--- config.mk ---
export PLATFORM = sky130hd
export DESIGN_NAME = union_find_cycle_detector_flat
export DESIGN_NICKNAME = d
export VERILOG_FILES = /design/src/hdl/ufcd_pkg.sv /design/src/hdl/ufcd_if.sv /design/src/hdl/union_find_cycle_detector.sv /design/src/flat_wrapper.sv
export SDC_FILE = /design/constraint.sdc
export NUM_CORES = 2
export LEC_CHECK = 0
export ABC_AREA = 1
export BUFFER_PORTS_ARGS = -buffer_cell sky130_fd_sc_hd__buf_2
export CORE_MARGIN = 2
export CORE_UTILIZATION = 40
export DETAILED_ROUTE_END_ITERATION = 7
export GPL_ROUTABILITY_DRIVEN = 0
export GPL_TIMING_DRIVEN = 0
export PLACE_DENSITY = 0.63
export SLEW_MARGIN = 5
export SYNTH_ARGS = -nofsm -noshare
export SYNTH_HDL_FRONTEND = slang
export SYNTH_SLANG_ARGS = --single-unit
--- constraint.sdc ---
create_clock -name clk -period 12.3 [get_ports clk]
set_input_delay 0.615 -clock clk [delete_from_list [all_inputs] [get_ports clk]]
set_output_delay 0.615 -clock clk [all_outputs]
set_load 0.05 [all_outputs]
--- src/hdl/ufcd_pkg.sv ---
// Package: widths, defaults and sequencer states of the union-find cycle detector.
`default_nettype none
package ufcd_pkg;
  localparam int NODE_W = 8;
  localparam int MAX_NODES_DEF = 256;

  typedef enum logic [3:0] {
    ST_INIT,
    ST_IDLE,
    ST_CLR,
    ST_RDA,
    ST_RDB,
    ST_CMP,
    ST_SRD,
    ST_SWR,
    ST_FIN
  } ufcd_state_t;
endpackage
`default_nettype wire

--- src/hdl/ufcd_if.sv ---
// Interfaces: edge request channel and result channel.
`default_nettype none
interface ufcd_in_if;
  import ufcd_pkg::*;
  logic              valid;
  logic              ready;
  logic [NODE_W-1:0] node_a;
  logic [NODE_W-1:0] node_b;
  logic              restart;

  modport source (output valid, output node_a, output node_b, output restart, input ready);
  modport sink   (input valid, input node_a, input node_b, input restart, output ready);
endinterface

interface ufcd_out_if;
  logic valid;
  logic ready;
  logic redundant;
  logic first_redundant;

  modport source (output valid, output redundant, output first_redundant, input ready);
  modport sink   (input valid, input redundant, input first_redundant, output ready);
endinterface
`default_nettype wire

--- src/hdl/union_find_cycle_detector.sv ---
// Top level: quick-find label store with a sequenced read/compare/relabel sweep.
//
//   channel   dir   handshake      payload
//   in_ch     in    valid/ready    node_a[7:0], node_b[7:0], restart
//   out_ch    out   valid/ready    redundant, first_redundant
//
// Each request, accept to next accept: an endpoint out of range goes straight
// to the result, matching labels end after the compare, and a merge relabels
// by reading every entry and writing back those holding node_a's label, through
// the single memory port pair and one label comparator.
// A restart runs an identity fill of the label store before the edge is handled.
// After reset an identity fill runs with in_ch.ready low.
// The result register frees the sequencer; a stalled result holds only the
// next request's final step.
`default_nettype none
module union_find_cycle_detector #(
  parameter int MAX_NODES = ufcd_pkg::MAX_NODES_DEF
) (
  input  wire       clk,
  input  wire       rst_n,
  ufcd_in_if.sink   in_ch,
  ufcd_out_if.source out_ch
);
  import ufcd_pkg::*;

  localparam int IW = $clog2(MAX_NODES);
  localparam int NW = ((IW > NODE_W) ? IW : NODE_W) + 1;
  localparam logic [IW-1:0] LAST = IW'(MAX_NODES - 1);

  ufcd_state_t state_r, state_nxt;
  logic [IW-1:0] cnt_r, cnt_nxt;
  logic [NODE_W-1:0] a_r, b_r;
  logic [IW-1:0] la_r, lb_r;
  logic found_r;
  logic res_red_r, res_first_r;
  logic out_valid_r, out_red_r, out_first_r;

  logic [IW-1:0] mem [MAX_NODES];
  logic [IW-1:0] rd_data_r;
  logic [IW-1:0] rd_addr, mem_waddr, mem_wdata;
  logic mem_we;

  logic [NW-1:0] a_ext, b_ext;
  logic rng_ok, lbl_eq, in_acc, out_load;

  assign a_ext  = NW'(a_r);
  assign b_ext  = NW'(b_r);
  assign rng_ok = (a_ext < NW'(MAX_NODES)) && (b_ext < NW'(MAX_NODES));
  assign lbl_eq = (rd_data_r == la_r);
  assign in_acc = in_ch.valid && in_ch.ready;
  assign out_load = (state_r == ST_FIN) && (!out_valid_r || out_ch.ready);

  // next state
  always_comb begin
    state_nxt = state_r;
    cnt_nxt   = cnt_r;
    case (state_r)
      ST_INIT: begin
        cnt_nxt = cnt_r + 1'b1;
        if (cnt_r == LAST) begin
          state_nxt = ST_IDLE;
          cnt_nxt   = '0;
        end
      end
      ST_IDLE: begin
        cnt_nxt = '0;
        if (in_acc) state_nxt = in_ch.restart ? ST_CLR : ST_RDA;
      end
      ST_CLR: begin
        cnt_nxt = cnt_r + 1'b1;
        if (cnt_r == LAST) begin
          state_nxt = ST_RDA;
          cnt_nxt   = '0;
        end
      end
      ST_RDA: state_nxt = rng_ok ? ST_RDB : ST_FIN;
      ST_RDB: state_nxt = ST_CMP;
      ST_CMP: begin
        cnt_nxt   = '0;
        state_nxt = lbl_eq ? ST_FIN : ST_SRD;
      end
      ST_SRD: state_nxt = ST_SWR;
      ST_SWR: begin
        cnt_nxt = cnt_r + 1'b1;
        if (cnt_r == LAST) state_nxt = ST_FIN;
        else state_nxt = ST_SRD;
      end
      ST_FIN: if (out_load) state_nxt = ST_IDLE;
      default: state_nxt = ST_IDLE;
    endcase
  end

  // outputs of the sequencer
  always_comb begin
    in_ch.ready = 1'b0;
    mem_we      = 1'b0;
    mem_waddr   = cnt_r;
    mem_wdata   = cnt_r;
    rd_addr     = cnt_r;
    case (state_r)
      ST_INIT: mem_we = 1'b1;
      ST_IDLE: in_ch.ready = 1'b1;
      ST_CLR:  mem_we = 1'b1;
      ST_RDA:  rd_addr = a_ext[IW-1:0];
      ST_RDB:  rd_addr = b_ext[IW-1:0];
      ST_SWR: begin
        mem_we    = lbl_eq;
        mem_wdata = lb_r;
      end
      default: ;
    endcase
  end

  always_ff @(posedge clk) begin
    if (mem_we) mem[mem_waddr] <= mem_wdata;
    rd_data_r <= mem[rd_addr];
  end

  always_ff @(posedge clk) begin
    if (!rst_n) begin
      state_r     <= ST_INIT;
      cnt_r       <= '0;
      found_r     <= 1'b0;
      out_valid_r <= 1'b0;
    end else begin
      state_r <= state_nxt;
      cnt_r   <= cnt_nxt;
      if (in_acc && in_ch.restart) found_r <= 1'b0;
      else if (state_r == ST_CMP && lbl_eq) found_r <= 1'b1;
      if (out_load) out_valid_r <= 1'b1;
      else if (out_ch.ready) out_valid_r <= 1'b0;
    end
  end

  always_ff @(posedge clk) begin
    if (in_acc) begin
      a_r         <= in_ch.node_a;
      b_r         <= in_ch.node_b;
      res_red_r   <= 1'b0;
      res_first_r <= 1'b0;
    end
    if (state_r == ST_RDB) la_r <= rd_data_r;
    if (state_r == ST_CMP) begin
      lb_r <= rd_data_r;
      if (lbl_eq) begin
        res_red_r   <= 1'b1;
        res_first_r <= !found_r;
      end
    end
    if (out_load) begin
      out_red_r   <= res_red_r;
      out_first_r <= res_first_r;
    end
  end

  assign out_ch.valid           = out_valid_r;
  assign out_ch.redundant       = out_red_r;
  assign out_ch.first_redundant = out_first_r;

  a_we_phase: assert property (@(posedge clk) disable iff (!rst_n)
    mem_we |-> (state_r == ST_INIT || state_r == ST_CLR || state_r == ST_SWR))
    else $error("label store written outside fill or sweep");

  a_restart_clr: assert property (@(posedge clk) disable iff (!rst_n)
    (in_acc && in_ch.restart) |=> (state_r == ST_CLR))
    else $error("restart did not start identity fill");

  a_sweep_diff: assert property (@(posedge clk) disable iff (!rst_n)
    (state_r == ST_SRD) |-> (la_r != lb_r))
    else $error("relabel sweep with equal labels");

  a_first_red: assert property (@(posedge clk) disable iff (!rst_n)
    out_valid_r |-> (!out_first_r || out_red_r))
    else $error("first_redundant without redundant");

  a_found_set: assert property (@(posedge clk) disable iff (!rst_n)
    (state_r == ST_FIN && res_red_r) |-> found_r)
    else $error("redundant edge left found flag clear");
endmodule
`default_nettype wire
--- src/flat_wrapper.sv ---
// flat-port wrapper written by rule: the top's interface ports become plain ports
module union_find_cycle_detector_flat import ufcd_pkg::*;
#(
  parameter int MAX_NODES = ufcd_pkg::MAX_NODES_DEF
)
  (clk, rst_n, in_ch_valid, in_ch_node_a, in_ch_node_b, in_ch_restart, in_ch_ready, out_ch_valid, out_ch_redundant, out_ch_first_redundant, out_ch_ready);
  ufcd_in_if in_ch_i ();
  ufcd_out_if out_ch_i ();
  input  wire clk;
  input  wire rst_n;
  input wire logic [$bits(in_ch_i.valid)-1:0] in_ch_valid;
  input wire logic [$bits(in_ch_i.node_a)-1:0] in_ch_node_a;
  input wire logic [$bits(in_ch_i.node_b)-1:0] in_ch_node_b;
  input wire logic [$bits(in_ch_i.restart)-1:0] in_ch_restart;
  output wire logic [$bits(in_ch_i.ready)-1:0] in_ch_ready;
  output wire logic [$bits(out_ch_i.valid)-1:0] out_ch_valid;
  output wire logic [$bits(out_ch_i.redundant)-1:0] out_ch_redundant;
  output wire logic [$bits(out_ch_i.first_redundant)-1:0] out_ch_first_redundant;
  input wire logic [$bits(out_ch_i.ready)-1:0] out_ch_ready;
  assign in_ch_i.valid = in_ch_valid;
  assign in_ch_i.node_a = in_ch_node_a;
  assign in_ch_i.node_b = in_ch_node_b;
  assign in_ch_i.restart = in_ch_restart;
  assign in_ch_ready = in_ch_i.ready;
  assign out_ch_valid = out_ch_i.valid;
  assign out_ch_redundant = out_ch_i.redundant;
  assign out_ch_first_redundant = out_ch_i.first_redundant;
  assign out_ch_i.ready = out_ch_ready;
  union_find_cycle_detector #(.MAX_NODES(MAX_NODES)) u_core (.clk(clk), .rst_n(rst_n), .in_ch(in_ch_i), .out_ch(out_ch_i));
endmodule
==> results.txt <==
----------------------------------------------------
[Logic synthesis]
  Main area contributors after synthesis ... edfxtp_1 (68%), nand3_1 (9.8%), nand2_1 (7.0%), nand3b_1 (5.0%), inv_1 (4.0%)
  Netlist Area Pre-Place ... 91,800 µm²
  Number of flops mapped to enable cells by yosys ... 2,082
  Synthesized netlist cell count ... 8,254
  Fraction of registers with async set/reset ... 0%
  Largest family of logic cells by synthesized area ... simple AND/OR/NAND/NOR gates
  Mean instance size in the synthesized netlist ... ~11 µm²
  Most used flip-flop cell after synthesis ... edfxtp_1
  Arithmetic-cell share of the synthesized area counting full adders, half adders and majority gates ... less than 1%
  Post-Syn Nets ... 8,279
  Multiplexer area fraction after synthesis ... 0%
  Number of distinct library cells after synthesis ... 38
  Count of warnings emitted by yosys ... 0
  Share of the synthesized area in the top cell type ... 68.1%
  Xor/xnor share of the synthesized area ... less than 1%
  Dominant cell type by area after synthesis ... edfxtp_1
  Sequential fraction of the synthesis area ... between 60 and 70%
  Synthesized-area fraction occupied by ao, oa, aoi and oai cells ... 1.26%
  Register bit total from synthesis ... about 2,100
  Area fraction in and, or, nand and nor cells after synthesis ... 23.2%

[Layout]
  Nets ... 8,624
  Fraction of layout cells with a size suffix above 1 ... 9.18%
  Area growth from synthesis to layout ... 13.9%
  Final design instance area without fill ... 105,000 µm²
  Filler Cells Inserted ... 20,700
  Final standard cell count with taps included and fillers excluded ... 11,800
  Final design utilization ... 45.9%

[Worst setup path]
  Gate family responsible for the most delay along the worst path ... simple AND/OR/NAND/NOR gates
  Arrival time at the worst endpoint ... approximately 5.7 ns
  Cells traversed along the worst timing path ... nor2_1 > nand2_1 > nand3_2 > nand2_2 > buf_6 > buf_6 > buf_2 > nand2_1 > nand3_1 > nand3_1 > nand3_1 > nand3_1 > nand3_1 > nand3_1 > nand3_1 > nand2_1
  Total stage count of the critical path ... 16
  Stage delay of the slowest cell on the critical path ... between 0.5 and 0.6 ns
  Data required time of the worst path ... 13.02 ns
  Max Fanout on Critical Path ... 10
  Critical path type ... flip-flop to flip-flop
  WP buf/inv ... 3
  Type of destination of the critical path ... flip-flop
  Top cell by count, worst path ... nand3_1
  Crit start category ... flip-flop
  Reg2reg path depth ... 16
  Slowest cell on crit path ... buf_2

[Timing]
  Final count of hold timing violations ... 0
  Ratio of final minimum period to clock period ... 40.7%
  Largest clock skew in the final design ... 0.0785 ns
  Slew headroom ... -6.04%
  Fmax ... 200 MHz
  Minimum period implied by the final worst setup slack ... 5.01 ns
  Count of endpoints failing setup in the final report ... 0
  Setup TNS Final ... 0 ns
  Transition time at the pin with the least slew margin ... 1.59 ns
  Unrepaired setup endpoints after global routing ... no
  Max-slew violation count ... 44

[Status]
  Status ... finished, violations left
  Violated checks ... DRC, capacitance limit, slew limit

[Global route]
  Global-route total usage across every layer ... approximately 28%
  Antenna violations before repair ... 19
  GRT overflow ... 0
  First-pass GRT wire length ... between 400,000 and 500,000 µm
  Vias in the first global route ... 63,100
  Maximum number of pins on one net before global-route repair ... 37

[Min path]
  Hold-critical path depth ... 2
  Worst min path class ... input port to flip-flop

[Floorplan]
  Die area ... 233,000 µm²
  Chip width ... a little under 500 µm
  Row count ... 175
  I/O Pins ... 25
  Standard cell core area ... 228,000 µm²
  Height of the chip ... 483 µm
  Initial standard-cell utilization of the core ... 40.3%

[CTS]
  Num Clock Sinks ... between 2,000 and 2,500
  Clock tree from TritonCTS ... yes
  H-tree depth ... 4
  Clock root buffer master ... clkbuf_16
  Source-to-sink clock delay at the later pin of the worst-skew pair ... 0.91 ns
  Deepest clock path buffer count ... 3
  CTS buffer count ... about 210
  Post_cts resized ... 0
  Clock slew at reported path FFs ... approximately 0.07 ns

[Power]
  Power Internal ... around 12,000 µW
  Proportion of power drawn by flip-flops and latches ... between 50% and 60%
  Max IR drop VDD ... 0.170 mV
  Net switching share of the total power ... 25.9%
  Power share of the combinational group ... roughly a tenth
  Areal power density over the cells ... around 150 nW/µm²
  Total power of the final layout ... between 15,000 and 20,000 µW
  Net switching component of the power ... between 4000 and 5000 µW
  Clock network fraction of design power ... about 40%
  Leakage power summed over all cells ... between 0.03 and 0.04 µW

[Placement]
  DP Area ... between 90,000 and 100,000 µm²
  Placed wire-length estimate ... 252,000 µm
  Buffers added on ports ... 24
  Placed cell count ... 11,400

[Drt]
  Wire length per cell after detailed routing ... 29.0 µm
  Detail-routed via count per cell ... 5.77
  Number of design rule violations left after detail routing ... 14
  Residual antenna-violating net count after detailed routing ... 0
  Wire length reported by the detailed router ... approximately 340,000 µm
  DR iter-0 viols ... between 10,000 and 15,000
  Number of iterations in the first detailed-routing pass ... 8
  Via total after detailed routing ... 68,000

[Flow run]
  Max cap viols ... 4

----------------------------------------------------
## metrics by stage
stage                     setup WS (ns)  hold slack [ns]
final                              7.29            0.415
after global routing               7.22            0.425
after CTS                          7.50            0.399
after detailed placement           7.56            0.419
after global placement           -20.30            0.417
after floorplan                  -0.658            0.409
## cell usage in the layout, fill, tap and decap left out, types with 11 or more instances in the layout
cell type      Yosys  final
edfxtp_1        2082   2082
nand3_1         1805   1805
nand2_1         1711   1711
inv_1            968    968
nand3b_1         608    608
buf_2            339    363
nor2_1           274    264
clkbuf_1         166    215
clkbuf_16          0    207
o211ai_1          99     99
buf_12             0     51
clkinv_1           1     47
buf_1             34     34
clkinv_2           0     31
a21oi_1           27     27
buf_16             0     27
dfxtp_1           24     24
dlygate4sd3_1      0     20
buf_4             14     19
o21ai_1           17     17
diode_2            0     15
nor2_2             3     13
bufinv_16          0     11
## layout make-up
cell class	instances	area, µm²	area share (%)
inverter	975	3660	3.50
multi-input combinational	4617	22700	21.8
clock inverter	117	1110	1.06
timing repair buffer	136	2240	2.14
sequential	2106	63000	60.3
clock buffer	263	5390	5.16
buffer	556	2590	2.48
antenna	15	37.5	0.0359
tap	3009	3760	3.60
## cells by family after synthesis
group,Yosys count
simple gates,4433
flops,2106
buf+inv,1531
compound gates,172
xor+xnor,8
fa+ha+maj,4
## worst paths after layout
| path | from | to | slack [ns] |
|---|---|---|---|
| max | u_core.state_r[2]$_SDFFE_PN0P_ | u_core.rd_data_r[2]$_DFF_P_ | 7.29 |
| min | in_ch_node_a[4] | u_core.a_r[4]$_DFFE_PP_ | 0.42 |
| max reg2reg | u_core.state_r[2]$_SDFFE_PN0P_ | u_core.rd_data_r[2]$_DFF_P_ | 7.29 |
| min reg2reg | u_core.res_red_r$_DFF_P_ | u_core.out_ch.redundant$_DFFE_PP_ | 0.44 |
## routing by layer
metal / up-vias / global-route usage, % / wire, µm
met4: 18 / 19.5 / 28500
li1: 29100 / - / -
met2: 5073 / 40.7 / 142000
met1: 32700 / 35.3 / 121000
met5: - / 0 / 122
met3: 1085 / 11.0 / 50600
## sequential cells by signal, indices dropped and copies added (netlist names), 4 cells and up
name              flops
u_core.mem         2048
u_core.la_r           8
u_core.b_r            8
u_core.lb_r           8
u_core.rd_data_r      8
u_core.state_r        4
u_core.a_r            8
u_core.cnt_r          8
## power groups by stage
stage                     clock network [µW]  registers (µW)  logic, µW
after global routing                    6490            7870       1570
after CTS                               6220            7870       1450
after floorplan                            0            8080        759
final                                   6240            7870       1530
after global placement                     0            8180       1370
after detailed placement                   0            8030       1440
## what timing repair did
item,CTS,global route
setup buffers,0,0
hold endpoints to repair,21,0
hold buffers,20,0
## cells in the mapped netlist (all sizes together) (12+ instances only)
master	number
o21ai	30
a21oi	29
inv	974
dfxtp	24
edfxtp	2082
nand3b	608
nor3	12
clkbuf	166
nor2	280
nand3	1806
o211ai	99
nand2	1716
buf	390
## worst register-to-register path, stage by stage (launching register included)
cell and delay, ns:
dfxtp_1 0.45, nor2_1 0.14, nand2_1 0.14, nand3_2 0.52, nand2_2 0.35, buf_6 0.29, buf_6 0.33, buf_2 0.53
nand2_1 0.15, nand3_1 0.13, nand3_1 0.23, nand3_1 0.29, nand3_1 0.16, nand3_1 0.34, nand3_1 0.16, nand3_1 0.33
nand2_1 0.28
(Power assumes the default switching activity.)
